## config.mk

```make
export PLATFORM = sky130hd
export DESIGN_NAME = array_literal_splitter
export DESIGN_NICKNAME = d
export VERILOG_FILES = /design/src/sv/als_pkg.sv /design/src/sv/als_in_stage.sv /design/src/sv/als_parser.sv /design/src/sv/array_literal_splitter.sv
export SDC_FILE = /design/constraint.sdc
export NUM_CORES = 1
export LEC_CHECK = 0
export ABC_AREA = 1
export ABC_CLOCK_PERIOD_IN_PS = 2860
export BUFFER_PORTS_ARGS = -buffer_cell sky130_fd_sc_hd__buf_4
export CORE_MARGIN = 4
export CORE_UTILIZATION = 38
export DETAILED_ROUTE_END_ITERATION = 16
export PLACE_DENSITY = 0.68
export SLEW_MARGIN = 10
export SYNTH_ARGS = -nofsm -noshare
export SYNTH_HDL_FRONTEND = slang
export SYNTH_SLANG_ARGS = --single-unit
```

## constraint.sdc

```tcl
create_clock -name i_clk -period 2.86 [get_ports i_clk]
set_input_delay 0.429 -clock i_clk [delete_from_list [all_inputs] [get_ports i_clk]]
set_output_delay 0.429 -clock i_clk [all_outputs]
set_load 0.02 [all_outputs]
```

## src/sv/als_pkg.sv

```systemverilog
// shared types and constants of the array literal splitter
`timescale 1ns / 1ps
`default_nettype none
package als_pkg;

    localparam logic [7:0] CH_OPEN   = 8'h7B;
    localparam logic [7:0] CH_CLOSE  = 8'h7D;
    localparam logic [7:0] CH_BSLASH = 8'h5C;
    localparam logic [7:0] CH_QUOTE  = 8'h22;
    localparam logic [7:0] CH_NUL    = 8'h00;
    localparam logic [7:0] CH_SPACE  = 8'h20;
    localparam logic [7:0] CH_TAB    = 8'h09;
    localparam logic [7:0] CH_CR     = 8'h0D;

    localparam logic [7:0] DELIM_RESET = 8'd44;

    localparam int IN_DATA_BITS  = 8;
    localparam int OUT_DATA_BITS = 32;
    localparam int KIND_BITS     = 3;
    localparam int ECNT_BITS     = 16;

    typedef enum logic [2:0] {
        KIND_BYTE      = 3'd0,
        KIND_DISCARD   = 3'd1,
        KIND_ELEM_END  = 3'd2,
        KIND_ARRAY_END = 3'd3,
        KIND_ERROR     = 3'd4
    } t_kind;

    typedef enum logic [1:0] {
        ERR_NONE     = 2'd0,
        ERR_NO_OPEN  = 2'd1,
        ERR_NO_CLOSE = 2'd2,
        ERR_OVERFLOW = 2'd3
    } t_err;

    typedef enum logic [0:0] {
        REG_DELIMITER = 1'b0,
        REG_UNUSED    = 1'b1
    } t_reg_idx;

    // one accepted input request
    typedef struct packed {
        logic [7:0] text_byte;
        logic       starts_text;
    } t_req;

    // one result
    typedef struct packed {
        logic [7:0]  out_byte;
        t_kind       kind;
        logic [15:0] element_count;
        t_err        error_code;
    } t_res;

endpackage
`default_nettype wire

```

## src/sv/als_in_stage.sv

```systemverilog
// input register of the splitter
`timescale 1ns / 1ps
`default_nettype none
module als_in_stage (
    input  wire logic          i_clk,
    input  wire logic          i_rst_n,
    input  wire logic          i_valid,
    output logic               o_ready,
    input  wire als_pkg::t_req i_req,
    input  wire logic          i_advance,
    output logic               o_valid,
    output als_pkg::t_req      o_req
);

    logic          r_valid;
    als_pkg::t_req r_req;

    assign o_ready = !r_valid || i_advance;
    assign o_valid = r_valid;
    assign o_req   = r_req;

    always_ff @(posedge i_clk) begin
        if (!i_rst_n) begin
            r_valid <= 1'b0;
        end else if (o_ready) begin
            r_valid <= i_valid;
        end
    end

    always_ff @(posedge i_clk) begin
        if (o_ready && i_valid) begin
            r_req <= i_req;
        end
    end

endmodule
`default_nettype wire

```

## src/sv/als_parser.sv

```systemverilog
// parse state, per-byte update and result register
`timescale 1ns / 1ps
`default_nettype none
module als_parser #(
    parameter int MAX_NEST   = 255,
    parameter int COUNT_BITS = 16
) (
    input  wire logic          i_clk,
    input  wire logic          i_rst_n,
    input  wire logic          i_valid,
    input  wire als_pkg::t_req i_req,
    input  wire logic [7:0]    i_delimiter,
    output logic               o_advance,
    output logic               o_valid,
    input  wire logic          i_ready,
    output als_pkg::t_res      o_res
);

    localparam int NB = $clog2(MAX_NEST + 1);
    localparam logic [NB-1:0] NEST_MAX = NB'(MAX_NEST);

    logic [NB-1:0]         r_nest,   n_nest;
    logic                  r_quote,  n_quote;
    logic                  r_esc,    n_esc;
    logic                  r_acq,    n_acq;
    logic                  r_skip,   n_skip;
    logic                  r_active, n_active;
    logic [COUNT_BITS-1:0] r_count,  n_count;

    logic                  r_valid,  n_valid;
    als_pkg::t_res         r_res,    n_res;

    logic [7:0]            b;
    logic                  is_space;
    logic [COUNT_BITS-1:0] count_inc;
    logic [COUNT_BITS-1:0] res_count;
    logic [31:0]           res_count_w;

    assign o_advance = !r_valid || i_ready;
    assign o_valid   = r_valid;
    assign o_res     = r_res;

    assign b         = i_req.text_byte;
    assign is_space  = (b == als_pkg::CH_SPACE) ||
                       ((b >= als_pkg::CH_TAB) && (b <= als_pkg::CH_CR));
    assign count_inc = r_count + COUNT_BITS'(1);
    assign res_count_w = 32'(res_count);

    always_comb begin
        n_nest    = r_nest;
        n_quote   = r_quote;
        n_esc     = r_esc;
        n_acq     = r_acq;
        n_skip    = r_skip;
        n_active  = r_active;
        n_count   = r_count;
        n_valid   = 1'b0;
        n_res.out_byte   = 8'd0;
        n_res.kind       = als_pkg::KIND_BYTE;
        n_res.error_code = als_pkg::ERR_NONE;
        res_count = r_count;

        if (i_req.starts_text) begin
            n_nest   = '0;
            n_quote  = 1'b0;
            n_esc    = 1'b0;
            n_acq    = 1'b0;
            n_skip   = 1'b0;
            n_count  = '0;
            res_count = '0;
            if (b != als_pkg::CH_OPEN) begin
                n_active         = 1'b0;
                n_valid          = 1'b1;
                n_res.kind       = als_pkg::KIND_ERROR;
                n_res.error_code = als_pkg::ERR_NO_OPEN;
            end else begin
                n_active = 1'b1;
            end
        end else if (r_active) begin
            priority if (b == als_pkg::CH_NUL) begin
                n_active         = 1'b0;
                n_valid          = 1'b1;
                n_res.kind       = als_pkg::KIND_ERROR;
                n_res.error_code = als_pkg::ERR_NO_CLOSE;
            end else if (r_esc) begin
                n_esc          = 1'b0;
                n_valid        = !r_acq;
                n_res.out_byte = b;
            end else if (r_skip && is_space) begin
                n_valid = 1'b0;
            end else begin
                n_skip = 1'b0;
                priority if (b == als_pkg::CH_BSLASH) begin
                    n_esc = 1'b1;
                end else if (b == als_pkg::CH_QUOTE && r_nest == '0) begin
                    if (!r_quote) begin
                        n_quote    = 1'b1;
                        n_acq      = 1'b0;
                        n_valid    = 1'b1;
                        n_res.kind = als_pkg::KIND_DISCARD;
                    end else begin
                        n_quote = 1'b0;
                        n_acq   = 1'b1;
                    end
                end else if (b == als_pkg::CH_OPEN && !r_quote && r_nest >= NEST_MAX) begin
                    n_active         = 1'b0;
                    n_valid          = 1'b1;
                    n_res.kind       = als_pkg::KIND_ERROR;
                    n_res.error_code = als_pkg::ERR_OVERFLOW;
                end else if (b == als_pkg::CH_CLOSE && !r_quote && r_nest == '0) begin
                    n_active   = 1'b0;
                    n_valid    = 1'b1;
                    n_res.kind = als_pkg::KIND_ARRAY_END;
                    res_count  = count_inc;
                end else if (b != als_pkg::CH_OPEN && b != als_pkg::CH_CLOSE &&
                             b != als_pkg::CH_QUOTE && b == i_delimiter &&
                             !r_quote && r_nest == '0) begin
                    n_count    = count_inc;
                    res_count  = count_inc;
                    n_acq      = 1'b0;
                    n_skip     = 1'b1;
                    n_valid    = 1'b1;
                    n_res.kind = als_pkg::KIND_ELEM_END;
                end else begin
                    if (!r_quote && b == als_pkg::CH_OPEN) begin
                        n_nest = r_nest + NB'(1);
                    end else if (!r_quote && b == als_pkg::CH_CLOSE) begin
                        n_nest = r_nest - NB'(1);
                    end
                    n_valid        = !r_acq;
                    n_res.out_byte = b;
                end
            end
        end
        n_res.element_count = res_count_w[15:0];
    end

    always_ff @(posedge i_clk) begin
        if (!i_rst_n) begin
            r_nest   <= '0;
            r_quote  <= 1'b0;
            r_esc    <= 1'b0;
            r_acq    <= 1'b0;
            r_skip   <= 1'b0;
            r_active <= 1'b0;
            r_count  <= '0;
            r_valid  <= 1'b0;
        end else if (o_advance) begin
            r_valid <= i_valid && n_valid;
            if (i_valid) begin
                r_nest   <= n_nest;
                r_quote  <= n_quote;
                r_esc    <= n_esc;
                r_acq    <= n_acq;
                r_skip   <= n_skip;
                r_active <= n_active;
                r_count  <= n_count;
            end
        end
    end

    always_ff @(posedge i_clk) begin
        if (o_advance && i_valid) begin
            r_res <= n_res;
        end
    end

endmodule
`default_nettype wire

```

## src/sv/array_literal_splitter.sv

```systemverilog
// top level of the array literal splitter: stream ports and register port
//
// channel  direction  fields (lowest bit first)
// s_axis   in         tdata: text_byte[7:0]; tuser: starts_text
// m_axis   out        tdata: out_byte[7:0], element_count[23:8], error_code[25:24];
//                     tuser: kind[2:0]
// apb      in/out     register 0 at address 0: delimiter[7:0]
//
// one request per cycle while the result register is not stalled; a result passes through
// the input register, then the per-byte update into the result register
// reset clears parse state, pipeline valids and sets the delimiter to a comma
// a stalled result holds both registers; the input register still takes a
// request while it is empty
`timescale 1ns / 1ps
`default_nettype none
module array_literal_splitter #(
    parameter int MAX_NEST   = 255,
    parameter int COUNT_BITS = 16
) (
    input  wire logic        i_clk,
    input  wire logic        i_rst_n,
    input  wire logic        i_s_axis_tvalid,
    output logic             o_s_axis_tready,
    input  wire logic [7:0]  i_s_axis_tdata,   // text_byte[7:0]
    input  wire logic        i_s_axis_tuser,   // starts_text
    output logic             o_m_axis_tvalid,
    input  wire logic        i_m_axis_tready,
    output logic [31:0]      o_m_axis_tdata,   // out_byte[7:0], element_count[23:8],
                                               // error_code[25:24], zero[31:26]
    output logic [2:0]       o_m_axis_tuser,   // kind[2:0]
    input  wire logic        i_psel,
    input  wire logic        i_penable,
    input  wire logic        i_pwrite,
    input  wire logic [2:0]  i_paddr,
    input  wire logic [31:0] i_pwdata,
    output logic [31:0]      o_prdata,
    output logic             o_pready
);

    logic                    r_delim;
    logic [7:0]              r_delimiter;
    als_pkg::t_req           s_req;
    als_pkg::t_req           p_req;
    logic                    p_valid;
    logic                    advance;
    als_pkg::t_res           res;
    als_pkg::t_reg_idx       reg_idx;

    assign o_pready = 1'b1;
    assign reg_idx  = als_pkg::t_reg_idx'(i_paddr[2]);
    assign r_delim  = (reg_idx == als_pkg::REG_DELIMITER);

    always_ff @(posedge i_clk) begin
        if (!i_rst_n) begin
            r_delimiter <= als_pkg::DELIM_RESET;
        end else if (i_psel && i_penable && i_pwrite && o_pready && r_delim) begin
            r_delimiter <= i_pwdata[7:0];
        end
    end

    assign o_prdata = r_delim ? {24'd0, r_delimiter} : 32'd0;

    assign s_req.text_byte   = i_s_axis_tdata;
    assign s_req.starts_text = i_s_axis_tuser;

    als_in_stage u_in (
        .i_clk     (i_clk),
        .i_rst_n   (i_rst_n),
        .i_valid   (i_s_axis_tvalid),
        .o_ready   (o_s_axis_tready),
        .i_req     (s_req),
        .i_advance (advance),
        .o_valid   (p_valid),
        .o_req     (p_req)
    );

    als_parser #(
        .MAX_NEST   (MAX_NEST),
        .COUNT_BITS (COUNT_BITS)
    ) u_parser (
        .i_clk       (i_clk),
        .i_rst_n     (i_rst_n),
        .i_valid     (p_valid),
        .i_req       (p_req),
        .i_delimiter (r_delimiter),
        .o_advance   (advance),
        .o_valid     (o_m_axis_tvalid),
        .i_ready     (i_m_axis_tready),
        .o_res       (res)
    );

    assign o_m_axis_tdata = {6'd0, res.error_code, res.element_count, res.out_byte};
    assign o_m_axis_tuser = res.kind;

endmodule
`default_nettype wire

```

==> impl_results.md, run 1 <==
- Status: completed
- H-Tree Depth: 3
- Setup crit start: u_in.o_req[8]$_DFFE_PP_
- TritonCTS clock tree: yes
- Reg2Reg Launch Point: u_in.o_req[8]$_DFFE_PP_
- Clk_skew: 0.00653 ns
- Slowest stage delay, CP: 0.43 ns
- Number of global-route vias before repair: 3,750
- Critical R2R Capture: u_parser.r_nest[7]$_SDFFE_PN0P_
- Yosys reg bits: 77
- Setup TNS Final: 0 ns
- Via count: 4,061
- WP data arrival: 2.82 ns
- Max-slew headroom: 41.6%
- Commonest non-fill, non-tap cell in the layout: nand2_1
- CP startpoint kind: register
- CTS root buf: clkbuf_16
- Initial Util: 38.9%
- DRC Markers: 0
- # setup viols final: 0
- GR Overflow Total: 0
- Input/output buffers: 63
- Hold Path Sink: u_in.o_req[0]$_DFFE_PP_
- Die X: 119 um
- Max Cap Viol: 0
- Period utilization: 90.1%
- Yosys top cell area share: 24.3%
- Post-route minimum period: 2.58 ns
- Mean Syn Cell Area: 7.71 um2
- Worst VDD drop: 0.290 mV
- Detailed Route WL: 10,700 um
- PD cells: 480 nW/um2
- Mapped cell area: 4690 um2
- Worst-path clk slew: 0.05 ns
- FILL cells: 1,165
- Top cells by area, synth: edfxtp_1 (24%), dfxtp_1 (17%), nand2_1 (11%)
- Final nets: 728
- Tot GR Track Use: 15.2%
- Num rows: 40
- Vias/cell: 4.82
- Post-synthesis cell type count: 48
- Max-slew violation count: 0
- Share of cells above drive strength 1: 16.9%
- Most frequent cells in the layout: nand2_1 (136), buf_4 (69), inv_1 (58), nor2_1 (57), a21oi_1 (57)
- Kind of critical path: register to register
- Tightest Pin Transition: 0.870 ns
- DRT Pass-1 Iters: 4
- Clk_lat worst skew: 0.34 ns
- RSZ-0062 raised after global routing: false
- Crit-path max FO: 7
- Die height: 119 um
- Worst setup EP type: register
- Synth Warn #: 0
- Die area: 14,200 um2
- R2R cell count: 13
- Initial antenna violation count: 0
- Flip-flop and latch area: 1920 um2
- Fin. Hold Viols: 0
- Worst hold path type: primary input to register
- CP Data Required Time: 3.10 ns
- Peak Freq: 0.388 GHz
- Num CTS Buffers: 9
- Area Overhead vs Synth: 17.1%
- Crit path cell chain: inv_1 > nand2_1 > nor2_2 > nand2_2 > nor2_8 > inv_1 > ha_1 > a21oi_1 > nand2_1 > a21oi_1 > xnor2_1 > nand3_1 > a21oi_1
- Drt wl/cell: 12.8 um
- Fin util: 45.6%
- I/O pin total: 121
- Core ar.: 12,100 um2
- Clk sinks: 77
- Yosys top cell by area: edfxtp_1
- Slowest CP cell: edfxtp_1
- Final ANT Viol Nets: 0
- Largest net degree at the start of global routing: 35
- HP Start: i_s_axis_tuser
- Register area share after synthesis: 40.9%
- Clock buffer depth: 2
- Post-synthesis cell count: 609
- Ant. Diodes: 0
- Crit path top cell by count: a21oi_1
- WHS Path Cells: 1
- Placer Congestion: 0.930
- Pleak: 2.25 nW
- Initial DRC count: 322
- R2R Setup Slk: 0.28 ns
- First-pass GRT wire length: 17,600 um
- Hpwl dp: 7870 um
- Area of the multi-input gates: 2310 um2
## through the flow
step / instance area, um2 / hold WS (ns) / power (mW) / cells / worst slack (ns)
3_3_place_gp: 5190 / 0.467 / 1.54 / 825 / 0.307
4_1_cts: 5480 / 0.258 / 2.66 / 841 / 0.237
5_1_grt: 5500 / 0.255 / 2.75 / 842 / 0.00957
3_5_place_dp: 5190 / 0.474 / 1.54 / 825 / 0.248
6_report: 5500 / 0.268 / 2.64 / 842 / 0.283
2_1_floorplan: 4800 / 0.452 / 1.47 / 638 / 0.564
## critical path: cells and delay by family (launching register included)
kind	cells	cell delay (ns)
compound gates	3	0.54
flops	1	0.43
buf+inv	2	0.29
fa+ha+maj	1	0.40
simple gates	6	0.70
xor+xnor	1	0.13
## state kept, by name, summed over array words and instances (netlist names)
| name | cells |
|---|---|
| u_in.o_req | 9 |
| u_parser.r_acq | 1 |
| u_in.o_valid | 1 |
| u_parser.r_count | 16 |
| u_parser.o_valid | 1 |
| u_parser.r_quote | 1 |
| r_delimiter | 8 |
| u_parser.r_nest | 8 |
| u_parser.r_skip | 1 |
| u_parser.r_active | 1 |
| u_parser.o_res | 29 |
| u_parser.r_esc | 1 |
## area by class of cell
class                      instances  area share (%)
multi-input combinational        448            42.1
clock buffer                      14            4.62
clock inverter                     2           0.637
inverter                          64            4.46
timing repair buffer              69            9.42
tap                              168            3.82
sequential                        77            34.9
## report_power, final
part / internal, mW / switching, mW / total [mW]
Sequential: 1.19 / 0.0245 / 1.22
Clock: 0.699 / 0.418 / 1.12
Combinational: 0.102 / 0.203 / 0.304
Total: 2.00 / 0.645 / 2.64
## repair_timing
item,4_1_cts,5_1_grt
hold buffers,0,0
buffers inserted,0,1
gates resized for setup,0,2
endpoints found under the setup margin,0,1
## synth_stat cells, drive strengths merged
master,number
nand2,141
nor2,69
inv,60
a21oi,57
buf,39
dfxtp,39
edfxtp,38
nand3,38
o21ai,35
nor3,16
xor2,14
nand4,13
clkbuf,10
ha,7
xnor2,7
clkinv,4
o211ai,3
or2,3
conb,2
nor3b,2
o21a,2
a211oi,1
a31oi,1
and3,1
fa,1
nand3b,1
nor4,1
o21bai,1
o221ai,1
o31ai,1
o41ai,1
## logic make-up (layout without fill, tap and decap cells)
family | Yosys count | in the layout | share of synthesized area [%]
AND/OR/NAND/NOR | 285 | 285 | 28.3
XOR/XNOR | 21 | 21 | 3.92
other | 2 | 31 | 0.160
flip-flops | 77 | 77 | 40.9
adder cells (fa/ha/maj) | 8 | 8 | 2.29
AO/OA/AOI/OAI | 103 | 103 | 12.1
buffers and inverters | 113 | 149 | 12.3
## worst max path at each step
stage / depth (start not counted) / endpoint / slack (ns)
2_1_floorplan: 15 / u_parser.r_nest[6]$_SDFFE_PN0P_ / 0.56
3_3_place_gp: 15 / u_parser.r_nest[6]$_SDFFE_PN0P_ / 0.31
3_5_place_dp: 15 / u_parser.r_nest[6]$_SDFFE_PN0P_ / 0.25
4_1_cts: 15 / u_parser.r_nest[6]$_SDFFE_PN0P_ / 0.24
5_1_grt: 13 / u_parser.r_nest[5]$_SDFFE_PN0P_ / 0.01
6_report: 13 / u_parser.r_nest[7]$_SDFFE_PN0P_ / 0.28
## metal layers
metal	vias up	share of wire (%)	global-route usage [%]
li1	2070	-	-
met1	1846	43	19.5
met2	132	48	24.4
met3	13	7.6	4.46
met4	0	1.3	4.85
met5	-	0	0
Power figures use the tool's default switching activity.
==> run 2, diff against run 1 <==
--- a/config.mk
+++ b/config.mk
@@ -11,6 +11,7 @@
 export CORE_MARGIN = 4
 export CORE_UTILIZATION = 38
 export DETAILED_ROUTE_END_ITERATION = 16
+export MAX_ROUTING_LAYER = met4
 export PLACE_DENSITY = 0.68
 export SLEW_MARGIN = 10
 export SYNTH_ARGS = -nofsm -noshare
==> run 2 against run 1 <==
  * Cell count rose by 0.48%
  * Critical path depth rose by 1
  * Global-route usage rose by 1.0 points
  * Fmax fell by 3.1%
  * Clock-buffer cell count fell by 2
  * Register-to-register slack got worse by 0.08 ns
  * Core utilization is 0.38 points higher
  * Hold slack barely moved
==> impl_results.md, run 2 (same netlist as run 1, synthesis figures left out) <==
- H-Tree Depth: 3
- Worst-path clk slew: 0.06 ns
- Met2 Use GR: 25.2%
- GR Layer Usage met3: 3.23%
- GR Overflow Total: 0
- Final nets: 732
- Setup TNS Final: 0 ns
- Grt met1 use: 20.7%
- DRT Pass-1 Iters: 4
- Crit-path max FO: 6
- Area of the multi-input gates: 2300 um2
- Vias/cell: 4.92
- Final ANT Viol Nets: 0
- Peak Freq: 0.376 GHz
- Die area: 14,200 um2
- Worst hold path type: primary input to register
- Initial DRC count: 286
- Post-route minimum period: 2.66 ns
- Worst VDD drop: 0.227 mV
- Buffers & Inverters on Critical Path: 3
- Max-slew violation count: 0
- Max Cap Viol: 0
- Via count: 4,165
- I/O pin total: 121
- Total chip power: 2.71 mW
- Share of cells above drive strength 1: 17.8%
- Worst setup EP type: register
- Hold WS: 0.268 ns
- Input/output buffers: 63
- FILL cells: 1,177
- Initial antenna violation count: 0
- Slowest CP cell: edfxtp_1
- Largest net degree at the start of global routing: 35
- Clock buffer depth: 2
- CP Data Required Time: 3.12 ns
- DRC Markers: 0
- Max-slew headroom: 60.9%
- Num rows: 40
- Slowest stage delay, CP: 0.47 ns
- Fin. Hold Viols: 0
- Max FFs per register: 29
- Delay-heaviest family, CP: compound AO/OA/AOI/OAI gates
- Pleak: 2.28 nW
- CTS root buf: clkbuf_16
- CP startpoint kind: register
- Clk_skew: 0.00904 ns
- # setup viols final: 0
- Critical Path Stages: 14
- Num CTS Buffers: 9
- RSZ-0062 raised after global routing: false
- Flip-flop and latch area: 1920 um2
- Die X: 119 um
- WP data arrival: 2.92 ns
- Initial Util: 38.9%
- Crit path top cell by count: a21oi_1
- Hpwl dp: 8150 um
- Final WS setup: 0.201 ns
- Tot GR Track Use: 16.2%
- Crit path cell chain: inv_1 > nand2_1 > nor2_1 > nand2_2 > nor2_8 > clkinvlp_4 > buf_4 > ha_1 > a21oi_1 > o31ai_1 > a21oi_1 > xnor2_1 > nand3_1 > a21oi_1
- Number of global-route vias before repair: 4,010
- Core ar.: 12,100 um2
- Clk sinks: 77
- Gr busiest metal: met2
- Tightest Pin Transition: 0.583 ns
- First-pass GRT wire length: 18,500 um
- Clk_lat worst skew: 0.34 ns
- Placer Congestion: 0.922
- PD cells: 489 nW/um2
- WHS Path Cells: 1
- Ant. Diodes: 0
- Period utilization: 93.0%
- R2R cell count: 14
- Most frequent cells in the layout: nand2_1 (136), buf_4 (73), inv_1 (57), nor2_1 (57), a21oi_1 (57)
- Detailed Route WL: 11,100 um
- TritonCTS clock tree: yes
- Die height: 119 um
- Status: completed
- Pre-CTS WS: 0.202 ns
- Kind of critical path: register to register
- Drt wl/cell: 13.1 um
- Area Overhead vs Synth: 18.1%
- Commonest non-fill, non-tap cell in the layout: nand2_1
run 2: timing repair:
action,CTS,global route
gates resized for setup,0,3
hold buffers,0,0
endpoints found under the setup margin,0,1
buffers inserted,0,4
run 2: power breakdown:
part / switching (mW) / internal (mW)
clock network: 0.436 / 0.747
logic: 0.204 / 0.103
registers: 0.0249 / 1.19
run 2: area by class of cell:
class / instances / share of cell area [%]
clock buffers: 12 / 4.83
clock inverters: 4 / 0.790
inverters: 64 / 4.49
multi-input cells: 448 / 41.6
flip-flops and latches: 77 / 34.7
well taps: 168 / 3.79
repair buffers: 73 / 9.88
run 2: through the flow:
| step | util, % | area [um2] | instances |
|---|---|---|---|
| floorplan | - | 4800 | 638 |
| global placement | 43.1 | 5200 | 826 |
| detailed placement | 43.1 | 5200 | 826 |
| CTS | 45.7 | 5510 | 842 |
| global route | 46.0 | 5550 | 846 |
| finish | 46.0 | 5550 | 846 |
run 2: worst paths after layout:
check	slack (ns)	startpoint	end
setup reg to reg	0.20	u_in.o_req[3]$_DFFE_PP_	u_parser.r_nest[7]$_SDFFE_PN0P_
setup / recovery	0.20	u_in.o_req[3]$_DFFE_PP_	u_parser.r_nest[7]$_SDFFE_PN0P_
hold reg to reg	0.48	u_parser.r_count[3]$_SDFFE_PN0P_	u_parser.r_count[3]$_SDFFE_PN0P_
hold / removal	0.27	i_s_axis_tuser	u_in.o_req[0]$_DFFE_PP_
run 2: layer usage:
metal,wire (um),vias up
li1,-,2072
met1,4860,1953
met2,5360,121
met3,651,19
met4,202,0
met5,0,-
==> run 3, diff against run 2 <==
==> constraint.sdc (replaced) <==
create_clock -name i_clk -period 2.86 [get_ports i_clk]
set_input_delay 0.572 -clock i_clk [delete_from_list [all_inputs] [get_ports i_clk]]
set_output_delay 0.572 -clock i_clk [all_outputs]
set_load 0.02 [all_outputs]
==> run 3 against run 2 <==
  * Sequential power barely moved
  * Global-route usage rose by 0.064 points
  * Critical path depth rose by 1
  * Die area did not move
  * Critical path type unchanged
  * Highest routed layer unchanged
==> impl_results.md, run 3 (same netlist as run 1, synthesis figures left out) <==
- Initial Util: 38.9%
- Crit-path max FO: 5
- Total chip power: 2.58 mW
- Area Overhead vs Synth: 17.2%
- First-pass GRT wire length: 18,500 um
- Pre-CTS WS: 0.233 ns
- Clk_skew: 0.00529 ns
- Max FFs per register: 29
- Tot GR Track Use: 16.2%
- Post-route minimum period: 2.55 ns
- Num rows: 40
- Max-slew headroom: 61.8%
- Worst-path clk slew: 0.06 ns
- Largest net degree at the start of global routing: 35
- Final instance area: 5500 um2
- PD cells: 469 nW/um2
- Max-slew violation count: 0
- R2R cell count: 15
- Tightest Pin Transition: 0.568 ns
- WP data arrival: 2.81 ns
- Ant. Diodes: 0
- Commonest non-fill, non-tap cell in the layout: nand2_1
- Placer Congestion: 0.940
- Input/output buffers: 63
- Critical Path Sink: u_parser.r_nest[6]$_SDFFE_PN0P_
- Vias/cell: 4.91
- Share of cells above drive strength 1: 17.6%
- Dpl cell area: 5200 um2
- Worst VDD drop: 0.291 mV
- R2R Setup Slk: 0.31 ns
- CP startpoint kind: register
- Worst setup EP type: register
- Number of global-route vias before repair: 3,962
- Die X: 119 um
- I/O pin total: 121
- DRT Pass-1 Iters: 5
- CP Data Required Time: 3.12 ns
- Clk_lat worst skew: 0.34 ns
- Initial DRC count: 287
- RSZ-0062 raised after global routing: false
- Pleak: 2.25 nW
- Setup crit start: u_in.o_req[3]$_DFFE_PP_
- GR Overflow Total: 0
- Setup TNS Final: 0 ns
- Peak Freq: 0.393 GHz
- Most frequent cells in the layout: nand2_1 (136), buf_4 (72), inv_1 (57), nor2_1 (57), a21oi_1 (57)
- Final ANT Viol Nets: 0
- Die area: 14,200 um2
- TritonCTS clock tree: yes
- Via count: 4,153
- Die height: 119 um
- Detailed Route WL: 11,000 um
- Critical R2R Capture: u_parser.r_nest[6]$_SDFFE_PN0P_
- CTS root buf: clkbuf_16
- Max Cap Viol: 0
- Worst hold path type: primary input to register
- Hpwl dp: 8040 um
- Clk sinks: 77
- Clock buffer depth: 2
- Kind of critical path: register to register
- Period utilization: 89.1%
- Final WS setup: 0.313 ns
- Core ar.: 12,100 um2
- Reg2Reg Launch Point: u_in.o_req[3]$_DFFE_PP_
- Status: completed
- Final nets: 731
- Fin. Hold Viols: 0
- DRC Markers: 0
- Num CTS Buffers: 9
- Initial antenna violation count: 0
- H-Tree Depth: 3
- # setup viols final: 0
- Drt wl/cell: 13.1 um
==> run 3: worst min path at each step <==
stage | startpoint | to | depth (start not counted)
after floorplan | u_in.o_valid$_SDFFE_PN0N_ | u_parser.o_valid$_SDFFE_PN0P_ | 2
after global placement | u_in.o_valid$_SDFFE_PN0N_ | u_parser.o_valid$_SDFFE_PN0P_ | 2
after detailed placement | r_delimiter[1]$_SDFFE_PN0P_ | r_delimiter[1]$_SDFFE_PN0P_ | 2
after CTS | i_s_axis_tuser | u_in.o_req[0]$_DFFE_PP_ | 1
after global routing | i_s_axis_tuser | u_in.o_req[0]$_DFFE_PP_ | 1
final | i_s_axis_tuser | u_in.o_req[0]$_DFFE_PP_ | 1
==> run 3: power breakdown <==
| part | switching [mW] | internal, mW |
|---|---|---|
| Sequential | 0.0244 | 1.19 |
| Clock | 0.422 | 0.633 |
| Combinational | 0.204 | 0.101 |
==> run 3: routing by layer <==
layer	vias up	part of all wire [%]	track usage (%)
met5	-	0	-
met1	1955	43	20.4
met4	0	1.1	5.00
li1	2078	-	-
met2	112	49	26.1
met3	8	6.6	3.75
==> run 3: cell type report <==
cell class                      count  area [um2]
Clock buffer                       14         264
Clock inverter                      2        10.0
Fill cell                        1163        6560
Inverter                           64         249
Multi-Input combinational cell    448        2300
Sequential cell                    77        1920
Tap cell                          168         210
Timing Repair Buffer               72         541
==> run 3: worst max-delay path, stage by stage, from the launching register on <==
cell and delay (ns):
edfxtp_1 0.46, inv_1 0.12, nand2_1 0.06, nor2_1 0.11, nand2_2 0.12, nor2_8 0.17
clkinvlp_4 0.16, ha_2 0.35, a21oi_1 0.14, o21ai_1 0.09, nand2_1 0.08, nand2_1 0.06
a21oi_1 0.15, xor2_1 0.16, nand3_1 0.09, a21oi_1 0.15
==> run 3: timing repair <==
item / 4_1_cts / 5_1_grt
buffers inserted: 0 / 3
setup endpoints to repair: 0 / 1
gates resized for setup: 0 / 3
hold buffers: 0 / 0
==> run 3: per-stage QoR <==
stage          hold WS (ns)  util, %  instances
5_1_grt               0.403     45.6        845
2_1_floorplan         0.452        -        638
3_3_place_gp          0.467     43.1        826
4_1_cts               0.401     45.4        842
6_report              0.413     45.6        845
3_5_place_dp          0.478     43.1        826
